===== src/sv/fpr_pkg.sv =====
// ----------------------------------------------------------------------------
// fpr_pkg
// Shared types, constants and arithmetic helpers of the fire palette pixel
// render pipeline.
// ----------------------------------------------------------------------------
package fpr_pkg;

  // configuration register indexes
  localparam int unsigned CfgIndexWidth = 2;
  typedef enum logic [CfgIndexWidth-1:0] {
    REG_BRIGHTNESS    = 2'd0,
    REG_FLARE_LEVEL   = 2'd1,
    REG_STACK_REVERSE = 2'd2,
    REG_ROW_INVERT    = 2'd3
  } cfg_reg_t;

  localparam logic [7:0] BrightnessReset = 8'd245;
  localparam logic [7:0] BrightnessCap   = 8'd245;

  // palette band edges
  localparam logic [7:0] BandMid  = 8'd64;
  localparam logic [7:0] BandHigh = 8'd160;

  // flare rows and shaping
  localparam logic [5:0] FlareRowLow  = 6'd11;
  localparam logic [5:0] FlareRowHigh = 6'd37;
  localparam logic [5:0] FlareRowMid  = 6'd24;
  localparam logic [5:0] FlareRowSpan = 6'd48;

  // stage 1 result: base palette color, row flare level, canvas position
  typedef struct packed {
    logic [8:0] rr;
    logic [8:0] gg;
    logic [3:0] bb;
    logic [7:0] fk;
    logic [7:0] bri;
    logic [5:0] cx;
    logic [3:0] cy;
  } front_t;

  // stage 2 result: flare products before the divide by 255
  typedef struct packed {
    logic [8:0]  rr;
    logic [8:0]  gg;
    logic [3:0]  bb;
    logic [11:0] f10;
    logic [13:0] f40;
    logic [13:0] f60;
    logic [7:0]  bri;
    logic [5:0]  cx;
    logic [3:0]  cy;
  } flare_t;

  // stage 3 result: clamped channels
  typedef struct packed {
    logic [7:0] r;
    logic [7:0] g;
    logic [7:0] b;
    logic [7:0] bri;
    logic [5:0] cx;
    logic [3:0] cy;
  } blend_t;

  // stage 4 result: scaled channels with rounding bias, before the divide
  typedef struct packed {
    logic [15:0] pr;
    logic [15:0] pg;
    logic [15:0] pb;
    logic [5:0]  cx;
    logic [3:0]  cy;
  } scale_t;

  // floor(x / 255) for x below 65280: y = x + 1, q = (y + y/256) / 256
  function automatic logic [7:0] div255(input logic [15:0] x);
    logic [16:0] y;
    logic [16:0] s;
    y = {1'b0, x} + 17'd1;
    s = y + {8'd0, y[16:8]};
    return s[15:8];
  endfunction

endpackage


===== src/sv/fpr_front.sv =====
// ----------------------------------------------------------------------------
// fpr_front
// Three-band fire palette, per-row flare level, brightness cap and canvas
// position of one heat cell.
// ----------------------------------------------------------------------------
module fpr_front (
  input  logic [7:0]     heat_value,
  input  logic [3:0]     column,
  input  logic [5:0]     row,
  input  logic [7:0]     brightness,
  input  logic [7:0]     flare_level,
  input  logic           stack_reverse,
  input  logic           row_invert,
  output fpr_pkg::front_t front
);
  import fpr_pkg::*;

  logic [7:0]  t;
  logic [15:0] t43;
  logic [5:0]  m;
  logic [8:0]  fsum;
  logic [1:0]  seg;

  always_comb begin
    front = '0;
    t     = '0;
    t43   = '0;
    if (heat_value < BandMid) begin
      front.rr = {1'b0, heat_value} * 9'd3;
      front.gg = {2'b0, heat_value[7:1]};
      front.bb = '0;
    end else if (heat_value < BandHigh) begin
      t        = heat_value - BandMid;
      front.rr = 9'd192 + {1'b0, t};
      front.gg = 9'd16 + {t, 1'b0};
      front.bb = '0;
    end else begin
      t        = heat_value - BandHigh;
      // t / 6 for t up to 95
      t43      = {8'd0, t} * 16'd43;
      front.rr = 9'd255;
      front.gg = 9'd200 + {1'b0, t};
      front.bb = t43[11:8];
    end

    m    = (row < FlareRowMid) ? row : (FlareRowSpan - row);
    fsum = {1'b0, flare_level} + ({3'd0, m} * 9'd6);
    if (flare_level != '0 && row >= FlareRowLow && row <= FlareRowHigh) begin
      front.fk = fsum[8] ? 8'd255 : fsum[7:0];
    end else begin
      front.fk = '0;
    end

    front.bri = (brightness > BrightnessCap) ? BrightnessCap : brightness;

    seg = row[5:4];
    if (stack_reverse) begin
      seg = 2'd2 - seg;
    end
    front.cx = {seg, column};
    front.cy = row[3:0] ^ {4{row_invert}};
  end

endmodule


===== src/sv/fpr_flare.sv =====
// ----------------------------------------------------------------------------
// fpr_flare
// Flare whitening products: row flare level times the per-channel weight.
// ----------------------------------------------------------------------------
module fpr_flare (
  input  fpr_pkg::front_t front,
  output fpr_pkg::flare_t flare
);
  import fpr_pkg::*;

  always_comb begin
    flare.rr  = front.rr;
    flare.gg  = front.gg;
    flare.bb  = front.bb;
    flare.f10 = {4'd0, front.fk} * 12'd10;
    flare.f40 = {6'd0, front.fk} * 14'd40;
    flare.f60 = {6'd0, front.fk} * 14'd60;
    flare.bri = front.bri;
    flare.cx  = front.cx;
    flare.cy  = front.cy;
  end

endmodule


===== src/sv/fpr_blend.sv =====
// ----------------------------------------------------------------------------
// fpr_blend
// Adds the flare whitening to the palette color and clamps each channel.
// ----------------------------------------------------------------------------
module fpr_blend (
  input  fpr_pkg::flare_t flare,
  output fpr_pkg::blend_t blend
);
  import fpr_pkg::*;

  logic [9:0] rs;
  logic [9:0] gs;
  logic [9:0] bs;

  always_comb begin
    rs = {1'b0, flare.rr} + {2'd0, div255({4'd0, flare.f10})};
    gs = {1'b0, flare.gg} + {2'd0, div255({2'd0, flare.f40})};
    bs = {6'd0, flare.bb} + {2'd0, div255({2'd0, flare.f60})};
    blend.r   = (rs > 10'd255) ? 8'd255 : rs[7:0];
    blend.g   = (gs > 10'd255) ? 8'd255 : gs[7:0];
    blend.b   = (bs > 10'd255) ? 8'd255 : bs[7:0];
    blend.bri = flare.bri;
    blend.cx  = flare.cx;
    blend.cy  = flare.cy;
  end

endmodule


===== src/sv/fpr_scale.sv =====
// ----------------------------------------------------------------------------
// fpr_scale
// Brightness multiply of each channel with the rounding bias added.
// ----------------------------------------------------------------------------
module fpr_scale (
  input  fpr_pkg::blend_t blend,
  output fpr_pkg::scale_t scale
);
  import fpr_pkg::*;

  always_comb begin
    scale.pr = ({8'd0, blend.r} * {8'd0, blend.bri}) + 16'd127;
    scale.pg = ({8'd0, blend.g} * {8'd0, blend.bri}) + 16'd127;
    scale.pb = ({8'd0, blend.b} * {8'd0, blend.bri}) + 16'd127;
    scale.cx = blend.cx;
    scale.cy = blend.cy;
  end

endmodule


===== src/sv/fire_palette_pixel_render_unit.sv =====
// ----------------------------------------------------------------------------
// fire_palette_pixel_render_unit
// Turns one heat cell of a 16x48 flame into a scaled RGB pixel and its
// position on a 48x16 canvas.
// ----------------------------------------------------------------------------
// Five-stage pipeline: palette and row flare, flare products, whitening and
// clamp, brightness multiply, divide by 255 into the output register. One
// pixel enters per clock while heat_stall is low; each stage loads
// whenever it is empty or the stage after it moves, so bubbles close up
// behind a stalled output. Configuration writes are always taken
// (cfg_ready is high) and apply to pixels accepted afterward.
module fire_palette_pixel_render_unit (
  input  logic       clk,
  input  logic       rst,
  input  logic       cfg_valid,
  output logic       cfg_ready,
  input  logic [1:0] cfg_index,
  input  logic [7:0] cfg_data,
  input  logic       heat_valid,
  output logic       heat_stall,
  input  logic [7:0] heat_value,
  input  logic [3:0] column,
  input  logic [5:0] row,
  output logic       pixel_valid,
  input  logic       pixel_stall,
  output logic [7:0] red,
  output logic [7:0] green,
  output logic [7:0] blue,
  output logic [5:0] canvas_x,
  output logic [3:0] canvas_y
);
  import fpr_pkg::*;

  logic [7:0] brightness;
  logic [7:0] flare_level;
  logic       stack_reverse;
  logic       row_invert;

  logic [5:1] v;
  logic [6:1] adv;

  front_t front_c, s1;
  flare_t flare_c, s2;
  blend_t blend_c, s3;
  scale_t scale_c, s4;

  assign cfg_ready = 1'b1;

  always_ff @(posedge clk) begin
    if (rst) begin
      brightness    <= BrightnessReset;
      flare_level   <= '0;
      stack_reverse <= 1'b0;
      row_invert    <= 1'b0;
    end else if (cfg_valid && cfg_ready) begin
      case (cfg_reg_t'(cfg_index))
        REG_BRIGHTNESS:    brightness    <= cfg_data;
        REG_FLARE_LEVEL:   flare_level   <= cfg_data;
        REG_STACK_REVERSE: stack_reverse <= cfg_data[0];
        REG_ROW_INVERT:    row_invert    <= cfg_data[0];
        default: ;
      endcase
    end
  end

  // a stage loads when empty or when its contents move on
  always_comb begin
    adv[6] = !pixel_stall;
    for (int k = 5; k >= 1; k--) begin
      adv[k] = !v[k] || adv[k+1];
    end
  end

  assign heat_stall = !adv[1];

  fpr_front u_front (
    .heat_value    (heat_value),
    .column        (column),
    .row           (row),
    .brightness    (brightness),
    .flare_level   (flare_level),
    .stack_reverse (stack_reverse),
    .row_invert    (row_invert),
    .front         (front_c)
  );

  fpr_flare u_flare (.front(s1), .flare(flare_c));
  fpr_blend u_blend (.flare(s2), .blend(blend_c));
  fpr_scale u_scale (.blend(s3), .scale(scale_c));

  always_ff @(posedge clk) begin
    if (rst) begin
      v <= '0;
    end else begin
      if (adv[1]) v[1] <= heat_valid;
      if (adv[2]) v[2] <= v[1];
      if (adv[3]) v[3] <= v[2];
      if (adv[4]) v[4] <= v[3];
      if (adv[5]) v[5] <= v[4];
    end
  end

  always_ff @(posedge clk) begin
    if (adv[1]) s1 <= front_c;
    if (adv[2]) s2 <= flare_c;
    if (adv[3]) s3 <= blend_c;
    if (adv[4]) s4 <= scale_c;
    if (adv[5]) begin
      red      <= div255(s4.pr);
      green    <= div255(s4.pg);
      blue     <= div255(s4.pb);
      canvas_x <= s4.cx;
      canvas_y <= s4.cy;
    end
  end

  assign pixel_valid = v[5];

  // an accepted pixel always lands in the first stage
  a_accept_lands: assert property (@(posedge clk) disable iff (rst)
    heat_valid && !heat_stall |=> v[1])
    else $error("accepted pixel did not enter stage 1");

  // an empty first stage never back-pressures the input
  a_open_when_empty: assert property (@(posedge clk) disable iff (rst)
    !v[1] |-> !heat_stall)
    else $error("input stalled with empty stage 1");

  // the capped brightness bounds every scaled channel
  a_channel_cap: assert property (@(posedge clk) disable iff (rst)
    pixel_valid |-> (red <= BrightnessCap) && (green <= BrightnessCap)
                    && (blue <= BrightnessCap))
    else $error("channel exceeds brightness cap");

  // a taken pixel with nothing behind it leaves the output empty
  a_drain: assert property (@(posedge clk) disable iff (rst)
    v[5] && !pixel_stall && !v[4] |=> !pixel_valid)
    else $error("pixel repeated at output");

endmodule

===== config.mk =====
export PLATFORM = sky130hd
export DESIGN_NAME = fire_palette_pixel_render_unit
export DESIGN_NICKNAME = d
export VERILOG_FILES = /design/src/sv/fpr_pkg.sv /design/src/sv/fpr_front.sv /design/src/sv/fpr_flare.sv /design/src/sv/fpr_blend.sv /design/src/sv/fpr_scale.sv /design/src/sv/fire_palette_pixel_render_unit.sv
export SDC_FILE = /design/constraint.sdc
export NUM_CORES = 1
export LEC_CHECK = 0
export BUFFER_PORTS_ARGS = -buffer_cell sky130_fd_sc_hd__buf_2
export CAP_MARGIN = 40
export CORE_ASPECT_RATIO = 1.5
export CORE_MARGIN = 1.5
export CORE_UTILIZATION = 60
export DETAILED_ROUTE_END_ITERATION = 8
export GPL_TIMING_DRIVEN = 0
export PLACE_DENSITY = 0.85
export SYNTH_ARGS = -nofsm -noshare
export SYNTH_HDL_FRONTEND = slang
export SYNTH_HIERARCHICAL = 1
export SYNTH_SLANG_ARGS = --single-unit

===== constraint.sdc =====
create_clock -name clk -period 10.2 [get_ports clk]
set_input_delay 0.51 -clock clk [delete_from_list [all_inputs] [get_ports clk]]
set_output_delay 0.51 -clock clk [all_outputs]
set_load 0.05 [all_outputs]

### Word-level counts from Yosys, hierarchy flattened

Cells that the tools add are included.

* latch bits: 0
* RAM bits: 0
* input bits: 33
* register bits after elaboration: 279
* memory bits (read-only): 0
* logic and storage cells: 116
* memories: 0

* bitwise logic cells: 1
* add/sub/neg operators: 26
* multiplexer cells: 5
* magnitude comparators: 9
* divide/modulo/power cells: 0
* equality and inequality tests: 3
* reduce and logical (&&, ||, !) cells: 21
* shift operators: 0
* multipliers: 9

Operators with widths (count)
* $add A16 B9 Y16: 6
* $add A16 B1 Y17 const B: 3
* $add A16 B7 Y16 const B: 3
* $mul A8 B8 Y16: 3
* $mux W22: 2
* $add A14 B1 Y15 const B: 2
* $gt A10 B8 Y1 const B: 3
* $mul A8 B3 Y11 const B: 2
* $add A9 B8 Y10: 2
* $add A8 B8 Y9 const A: 2
* $add A12 B1 Y13 const B: 1
* $mul A8 B4 Y12 const B: 1
* $mul A8 B6 Y12 const B: 1
* $add A4 B8 Y9: 1
* $add A5 B9 Y9 const A: 1
* $add A8 B9 Y9: 1
* $mul A8 B2 Y9 const B: 1
* $gt A8 B8 Y1 const B: 1
* $lt A8 B7 Y1 const B: 1
* $lt A8 B8 Y1 const B: 1
* $mul A6 B2 Y8 const B: 1
* $mux W8: 1
* $reduce_and A2 Y1: 4
* $reduce_bool A8 Y1: 1
* other kinds (17): 29

### Depth between registers and ports, before layout

Gate-level depths: netlist (run 1).

* word-level depth: 7
* depth in mapped cells: 23
* mapped depth without buffers: 23

### By module

Netlist (run 1), hierarchy kept.

Modules (own cells, without submodules)
* fire_palette_pixel_render_unit: sequential area each 8328.0 µm², times used 1, area an instance 10983.0 µm², cells each 673
* fpr_scale: sequential area each 0.0 µm², times used 1, area an instance 6686.4 µm², cells each 801
* fpr_front: sequential area each 0.0 µm², times used 1, area an instance 2439.8 µm², cells each 320
* fpr_blend: sequential area each 0.0 µm², times used 1, area an instance 2397.3 µm², cells each 345
* fpr_flare: sequential area each 0.0 µm², times used 1, area an instance 1556.5 µm², cells each 184

### Least setup slack after synthesis (run 1)

OpenSTA, ideal clock, no wires.

* path type: register to register
* start: register s2[34] (netlist name)
* end: register s3[30] (netlist bit), data pin
* slack: 5.427 ns
* required time: 9.918 ns
* setup time: 0.282 ns
* buffers on the path: 0
* period minus slack after synthesis: 4.773 ns
* stages on the path, launching flop included: 21
* arrival time: 4.491 ns
* path through: edfxtp_1 -> nand4_1 -> nor3_1 -> nand2_1 -> xor2_1 -> inv_1 -> ha_1 -> a21oi_1 -> nand3_1 -> o21ai_1 -> o31a_1 -> ha_1 -> inv_1 -> fa_1 -> nor2b_1 -> o21ai_0 -> a21boi_1 -> o2111ai_1 -> or4_1 -> a2111oi_4 -> o21ai_0

RTL lines
* end signal: assignment: line fire_palette_pixel_render_unit.sv:106 `if (adv[3]) s3 <= blend_c;`
* end: declaration: line fire_palette_pixel_render_unit.sv:44 `blend_t blend_c, s3;`

==> impl_metrics.toml, run 1 <==
[floorplanning]
initial_utilization_pct = 61.0
coreArea_um2 = 39400
die_area_um2 = 41300
rows = 89
die_h_um = 248
dieWidth_um = 167
ios = 70

[timing]
slew_viol_final = 0
period_share_pct = 56.9
hold_viol = 0
slew_headroom_pct = 44.6
fin_ws_ns = 4.40
period_needed_ns = 5.80
setup_violations = 0
fmax_ghz = 0.172
tns_ns = 0
worst_pin_slew_ns = 0.828
rsz0062_at_grt = "no"
fin_worst_skew_ns = 0.0165

[finish]
diodes = 0
layout-drive-gt1-share_pct = 10.7
final_util_pct = 66.1
syn_to_final_growth_pct = 8.28
fin_nets = 2857

[cts]
cts_inserted_buffers = 28
cts_buffer_depth = 3
cts_hold_buf = 0
htree_levels = 1
cts_setup_buffers = 0
clkSlewWorstSetupHoldPaths_ns = 0.07
clock_latency_ns = 0.57
cts.repair.resized = 0
root_buffer = "clkbuf_16"
cts_num_sinks = 285
tritoncts = "built"

[logic_synthesis]
synth_area_leaders = "edfxtp_1 33%, fa_1 13%, ha_1 13%, inv_1 4.5%, xnor2_1 4.2%"
ys_seq_area_share_pct = 34.6
synth_top_cell_area_share_pct = 32.7
ys_ff_latch = 285
async_flop_share_pct = 0
synth_edf_count = 262
synth.distinct_cells = 110
synth_area_um2 = 24100
synth_area_leader_cell = "edfxtp_1"
postSynthAreaPerCell_um2 = 10.4
yosys_warnings = 6
ys.flop_type = "edfxtp_1"
synthCells = 2323

[critical_path]
critPathMaxFanout = 8
reg2reg_depth = 20
worstPathArrival_ns = 6.05
timing.rr.start = "s2[34]"
cp.required_ns = 10.45
startpoint_type = "flop"
end_kind = "flop"
r2r_end = "s3[30]"
path_class = "reg -> reg"
ff2ff_setup_slack_ns = 4.40

[route]
via_count = 17100
routedWlPerCell_um = 16.6
routed_via_density = 5.78
wl_um = 49100
drc = 0
drtIter0Drc = 822
antenna_left = 0
drtPass1Iterations = 7

[placed_design]
pre_cts_ws_ns = 4.55
gp_congestion = 0.931
dpl.hpwl_um = 38600
numPortBuffers = 62

[grt]
grt_pass1_vias = 17600
grt_use_total_pct = 23.9
grt_max_degree = 66
grt_remaining_overflow = 0
antenna_found_initial = 0
grt_first_pass_wirelength_um = 80600

[outcome]
status = "completed"

[worst_hold_path]
hold_path_depth = 1
hold_class = "in -> reg"
min_to = "s1[6]"
min_from = "column[2]"

[run]
drv_cap = 0
## area by class of cell
type / instances / area (um2)
clock inverters: 12 / 128
plain buffers: 137 / 886
inverters: 288 / 1080
fillers: 2963 / 13400
well taps: 500 / 626
flip-flops and latches: 285 / 8330
multi-input cells: 1620 / 13800
repair buffers: 68 / 412
clock buffers: 39 / 783
## critical path, cell delays in order, from the launching register on
cell	delay, ns
edfxtp_1	0.45
nand4_1	0.26
nor3_1	0.51
nand2_1	0.15
xor2_1	0.23
inv_1	0.10
ha_1	0.24
a21oi_1	0.20
nand3_1	0.13
o21ai_1	0.31
o31a_1	0.22
ha_1	0.17
inv_1	0.06
fa_1	0.37
nor2b_1	0.17
o21ai_0	0.12
a21boi_1	0.30
o2111ai_1	0.13
or4_1	0.46
a2111oi_4	0.59
o21ai_0	0.30
## worst max path at each step
stage	cells after the start	slack [ns]	end	from
3_3_place_gp	20	4.77	s3[30]	s2[34]
4_1_cts	20	4.48	s3[30]	s2[34]
3_5_place_dp	20	4.55	s3[30]	s2[34]
2_1_floorplan	20	5.43	s3[30]	s2[34]
6_report	20	4.40	s3[30]	s2[34]
5_1_grt	20	4.02	s3[30]	s2[34]
## layer usage
| metal | global-route usage (%) | part of all wire (%) | vias up |
|---|---|---|---|
| li1 | - | - | 8101 |
| met1 | 23.6 | 36 | 8302 |
| met2 | 47.9 | 56 | 476 |
| met3 | 2.54 | 3.4 | 179 |
| met4 | 14.0 | 5.3 | 0 |
| met5 | 0 | 0 | - |
## cell usage after synthesis, types with 11 or more instances
library cell	number
a21o_1	27
a21oi_1	101
a31oi_1	12
and2_1	103
and3_1	24
buf_4	95
clkbuf_1	35
dfxtp_1	23
edfxtp_1	262
fa_1	154
ha_1	242
inv_1	288
mux2i_1	17
nand2_1	194
nand2b_1	15
nand3_1	58
nand4_1	29
nor2_1	109
nor2b_1	25
nor3_1	44
nor4_1	11
o211ai_1	11
o21a_1	22
o21ai_0	45
xnor2_1	115
xor2_1	67
## layout by cell type, fill, tap and decap left out, drive strengths merged, types with 46 or more instances in the layout
cell type,netlist,layout
inv,288,288
edfxtp,262,262
ha,242,242
nand2,195,195
buf,101,169
fa,154,154
xnor2,116,116
nor2,109,109
and2,107,107
a21oi,102,102
clkbuf,36,75
xor2,68,68
nand3,60,60
o21ai,51,51
nor3,46,46
## registers in the layout, indices dropped and copies added, names as in the netlist
name	flops
row_invert	1
canvas_x	6
brightness	8
green	8
flare_level	8
stack_reverse	1
blue	8
s1	48
s3	42
s4	58
s2	80
red	8
v	5
canvas_y	4
## through the flow
stage | area (um2) | std cells | hold slack, ns
2_1_floorplan | 24100 | 2330 | 0.400
3_3_place_gp | 25000 | 2892 | 0.402
3_5_place_dp | 25100 | 2898 | 0.405
4_1_cts | 26100 | 2949 | 0.0902
5_1_grt | 26100 | 2949 | 0.0884
6_report | 26100 | 2949 | 0.111
## cell families (layout without fill, tap and decap cells)
kind of cell	Yosys count	count (layout)	synth area share, %
buffers and inverters	425	544	8.17
xor gates and xnor gates	184	184	6.76
other	3	10	0.0468
DFF	285	285	34.6
adders and majority gates	399	399	25.5
AOI/OAI and AO/OA	333	333	9.54
muxes	20	20	0.848
and+or+nand+nor	674	674	14.5
Power of run 1 is left out: the tool's default activity adds up to more than one toggle a clock period on the data nets, which glitch-free logic cannot reach.
==> inputs of run 2 (changes only) <==
--- a/config.mk
+++ b/config.mk
@@ -5,6 +5,7 @@
 export SDC_FILE = /design/constraint.sdc
 export NUM_CORES = 1
 export LEC_CHECK = 0
+export ABC_AREA = 1
 export BUFFER_PORTS_ARGS = -buffer_cell sky130_fd_sc_hd__buf_2
 export CAP_MARGIN = 40
 export CORE_ASPECT_RATIO = 1.5
==> constraint.sdc (replaced) <==
create_clock -name clk -period 5.9 [get_ports clk]
set_input_delay 0.295 -clock clk [delete_from_list [all_inputs] [get_ports clk]]
set_output_delay 0.295 -clock clk [all_outputs]
set_load 0.05 [all_outputs]
==> impl_metrics.toml, run 2 <==
[placed_design]
placed_area_um2 = 28000
gp_congestion = 0.920
dpl.hpwl_um = 44300
numPortBuffers = 63
dp_cells = 4012

[floorplanning]
die_h_um = 262
initial_utilization_pct = 61.0
dieWidth_um = 176
ios = 70
die_area_um2 = 46000
rows = 94
coreArea_um2 = 44000

[logic_synthesis]
synth_area_leader_cell = "edfxtp_1"
ys_seq_area_share_pct = 31.0
synth_top_cell_area_share_pct = 29.3
synth_area_leaders = "edfxtp_1 29%, nand2_1 13%, fa_1 11%, ha_1 11%, inv_1 9.3%"
synth_edf_count = 262
postSynthAreaPerCell_um2 = 7.98
yosys_warnings = 6
async_flop_share_pct = 0
ys.flop_type = "edfxtp_1"
synthCells = 3362
synth_area_um2 = 26800
ys_ff_latch = 285
synth.distinct_cells = 61
synth_most_common_cell = "nand2_1"
yosys-top-cells-count = "901 x nand2_1, 665 x inv_1, 262 x edfxtp_1, 242 x ha_1, 226 x nor2_1"

[cts]
cts_num_sinks = 285
clock_latency_ns = 0.60
cts.repair.resized = 0
clkSlewWorstSetupHoldPaths_ns = 0.07
cts_inserted_buffers = 28
tritoncts = "built"
cts_hold_buf = 17
root_buffer = "clkbuf_16"
htree_levels = 1
cts_buffer_depth = 3
cts_setup_buffers = 0

[critical_path]
ff2ff_setup_slack_ns = 0.96
cp.required_ns = 6.21
end_kind = "flop"
worstPathArrival_ns = 5.25
startpoint_type = "flop"
critical_path.startpoint = "s3[17]"
timing.rr.start = "s3[17]"
critPathMaxFanout = 10
path_class = "reg -> reg"

[route]
routedWlPerCell_um = 13.8
via_count = 21400
antenna_left = 0
drtPass1Iterations = 6
routed_via_density = 5.24
drc = 0
wl_um = 56500
drtIter0Drc = 1301

[timing]
fin_worst_skew_ns = 0.0500
slew_headroom_pct = 42.5
period_needed_ns = 4.94
rsz0062_at_grt = "no"
setup_violations = 0
whs_ns = 0.0449
slew_viol_final = 0
period_share_pct = 83.7
fmax_ghz = 0.203
hold_viol = 0
worst_pin_slew_ns = 0.861

[worst_hold_path]
hold_class = "in -> reg"
min_from = "row[1]"

[finish]
fillers = 3482
top_regs = "s2 (80), s4 (58), s1 (48)"
register_area_um2 = 8330
final_common_cell = "nand2_1"
final_cell_mix = "900 x nand2_1, 661 x inv_1, 262 x edfxtp_1"
syn_to_final_growth_pct = 9.01
design_area_um2 = 29300
largest_register = "s2"
diodes = 0
fin_nets = 3912
multi_input_area_um2 = 15100
final_cells = 4081
largest_reg_flops = 80
layout-drive-gt1-share_pct = 10.4

[grt]
grt_first_pass_wirelength_um = 94800
grt_remaining_overflow = 0
grt_max_degree = 45
antenna_found_initial = 0
grt_pass1_vias = 21700
grt_use_total_pct = 25.1

[outcome]
status = "completed"

[run]
drv_cap = 0
## run 2: final cells by class
type,instances,area share [%]
clock buffers,31,2.43
repair buffers,84,1.93
multi-input cells,2250,51.5
clock inverters,21,1.15
inverters,685,8.84
plain buffers,149,3.19
well taps,576,2.46
flip-flops and latches,285,28.5
## run 2: per-stage QoR
stage | setup slack [ns] | setup TNS, ns | util [%]
4_1_cts | 0.996 | 0 | 66.5
5_1_grt | 0.614 | 0 | 66.5
3_3_place_gp | -0.780 | -37.07 | 63.6
3_5_place_dp | 1.03 | 0 | 63.7
2_1_floorplan | 0.0828 | 0 | -
6_report | 0.963 | 0 | 66.5
## run 2: final timing paths
kind | endpoint | cells past startpoint
setup / recovery | s4[41] | 17
hold / removal | s1[1] | 2
setup reg to reg | s4[41] | 17
hold reg to reg | canvas_x[2] | 0
## run 2: logic make-up after synthesis
logic type | count (synthesis) | synth area share, %
fa+ha+maj | 396 | 22.8
simple gates | 1537 | 25.1
buf+inv | 834 | 13.1
other cells | 3 | 0.0420
xor+xnor | 112 | 3.84
compound gates | 195 | 4.16
flops | 285 | 31.0
## run 2: worst max-delay path: stages, from the launching register on
cell      delay (ns)
edfxtp_1        0.59
clkbuf_1        0.63
nand2_1         0.19
fa_1            0.54
fa_1            0.55
inv_1           0.05
fa_1            0.52
inv_1           0.05
fa_1            0.53
inv_1           0.04
ha_1            0.34
nand2_1         0.09
inv_1           0.08
nand2_1         0.08
nor3_1          0.13
nand2_1         0.09
nand3_1         0.08
nand2_1         0.06
## run 2: metal layers
metal | GRT usage (%) | up-vias | wire length [um] | part of all wire, %
met4 | 14.0 | 0 | 3070 | 5.4
met1 | 24.3 | 9911 | 20000 | 35
met5 | 0 | - | 0 | 0
met3 | 2.14 | 230 | 1780 | 3.1
met2 | 51.3 | 585 | 31600 | 56
li1 | - | 10700 | - | -
Power of run 2 is left out for the same reason.
==> inputs of run 3 (changes only) <==
--- a/config.mk
+++ b/config.mk
@@ -5,7 +5,7 @@
 export SDC_FILE = /design/constraint.sdc
 export NUM_CORES = 1
 export LEC_CHECK = 0
-export ABC_AREA = 1
+export ABC_AREA = 0
 export BUFFER_PORTS_ARGS = -buffer_cell sky130_fd_sc_hd__buf_2
 export CAP_MARGIN = 40
 export CORE_ASPECT_RATIO = 1.5
==> constraint.sdc (replaced) <==
create_clock -name clk -period 4.8 [get_ports clk]
set_input_delay 0.24 -clock clk [delete_from_list [all_inputs] [get_ports clk]]
set_output_delay 0.24 -clock clk [all_outputs]
set_load 0.05 [all_outputs]
==> impl_metrics.toml, run 3 (same netlist as run 1, synthesis figures left out) <==
[route]
antenna_left = 0
drc = 0
wl_met2_um = 31600
via_count = 18200
routedWlPerCell_um = 18.9
wl_met3_um = 2820
drtPass1Iterations = 7
drt-met1-wl_um = 19500
top_layer_used = "met4"
wl_um = 57500
routed_via_density = 5.97
drtIter0Drc = 1254

[placed_design]
dpl.hpwl_um = 38600
placed_area_um2 = 25100
gp_congestion = 0.931
numPortBuffers = 62

[finish]
largest_register = "s2"
diodes = 0
syn_to_final_growth_pct = 13.9
design_area_um2 = 27400
final_cell_mix = "286 x inv_1, 262 x edfxtp_1, 227 x ha_1"
largest_reg_flops = 80
fin_nets = 2955
register_area_um2 = 8330
layout-drive-gt1-share_pct = 17.3
multi_input_area_um2 = 14300
final_common_cell = "inv_1"
top_regs = "s2 (80), s4 (58), s1 (48)"
fillers = 2657

[timing]
fin_ws_ns = -0.408
rsz0062_at_grt = "yes"
fmax_ghz = 0.192
period_needed_ns = 5.21
setup_violations = 18
hold_viol = 0
slew_headroom_pct = 44.4
slew_viol_final = 0
period_share_pct = 109
worst_pin_slew_ns = 0.831
fin_worst_skew_ns = 0.0180

[cts]
htree_levels = 1
cts_inserted_buffers = 28
cts_buffer_depth = 3
clkSlewWorstSetupHoldPaths_ns = 0.07
tritoncts = "built"
root_buffer = "clkbuf_16"
clock_latency_ns = 0.57
cts_num_sinks = 285

[floorplanning]
initial_utilization_pct = 61.0
rows = 89
die_area_um2 = 41300
dieWidth_um = 167
coreArea_um2 = 39400
die_h_um = 248
ios = 70

[grt]
grt_pass1_vias = 18300
grt_use_total_pct = 25.5
grt_remaining_overflow = 0
grt_max_degree = 66
grt_first_pass_wirelength_um = 85600
antenna_found_initial = 0

[critical_path]
critPathMaxFanout = 4
max_stage_delay_ns = 0.49
startpoint_type = "flop"
path_delay_family = "buffers and inverters"
crit_top_cell = "buf_4"
cp.required_ns = 5.12
critPathSlowestCell = "a2111oi_4"
worstPathArrival_ns = 5.53
cp_num_buf_inv = 16
path_class = "reg -> reg"
end_kind = "flop"

[outcome]
status = "complete, but fails checks"
violations = "setup timing"

[run]
drv_cap = 0

[worst_hold_path]
hold_class = "in -> reg"
==> run 3: cell count changes in the layout (fill, tap and decap cells not counted), moves of 31 or more <==
cell / previous run / this run
xnor2_1: 33 / 114
nor2_1: 223 / 105
nand4_1: 60 / 29
buf_4: 96 / 181
and2_1: 4 / 103
inv_1: 661 / 286
nand3_1: 194 / 54
nand2_2: 37 / 5
nand2_1: 900 / 187
==> run 3: routing by layer <==
metal  global-route usage (%)  vias up
li1                         -     8294
met1                     24.8     8828
met2                     50.9      774
met3                     3.21      283
met4                     15.7        0
met5                        0        -
==> run 3: path summary, 6_finish.rpt <==
path / from / to / slack [ns] / cells past startpoint
max reg2reg: s2[38] / s3[28] / -0.41 / 29
min: row[1] / s1[1] / 0.08 / 2
min reg2reg: s4[0] / canvas_y[0] / 0.42 / 0
max: s2[38] / s3[28] / -0.41 / 29
==> run 3: what timing repair did <==
action | in CTS | in global routing
setup buffers | 51 | 32
resized for setup | 56 | 100
endpoints found under the setup margin | 31 | 28
hold endpoints to repair | 22 | 0
hold buffers | 18 | 0
pin swaps | 11 | 31
==> run 3: per-stage QoR <==
stage	worst slack, ns	util [%]	instances	TNS [ns]	hold slack [ns]
6_report	-0.408	69.6	3047	-5.25	0.0782
5_1_grt	-0.477	69.6	3047	-6.82	0.0819
4_1_cts	0.0117	67.9	3017	0	0.0399
3_5_place_dp	-0.850	63.8	2898	-12.24	0.405
3_3_place_gp	-0.632	63.5	2892	-7.19	0.402
2_1_floorplan	0.0268	-	2330	0	0.334
==> run 3: layout make-up <==
type / instances / share of cell area [%]
clock buffer: 39 / 2.86
multi-input combinational: 1620 / 52.2
buffer: 134 / 3.46
inverter: 288 / 3.94
clock inverter: 12 / 0.465
tap: 500 / 2.28
sequential: 285 / 30.4
timing repair buffer: 169 / 4.46
==> run 3: worst register-to-register path, delay by kind of cell, from the launching register on <==
family,cells,cell delay (ns)
AOI/OAI and AO/OA,3,0.74
xor gates and xnor gates,2,0.38
adders and majority gates,1,0.30
buffers and inverters,16,2.15
DFF,1,0.46
and+or+nand+nor,7,0.93
Power of run 3 is left out for the same reason.
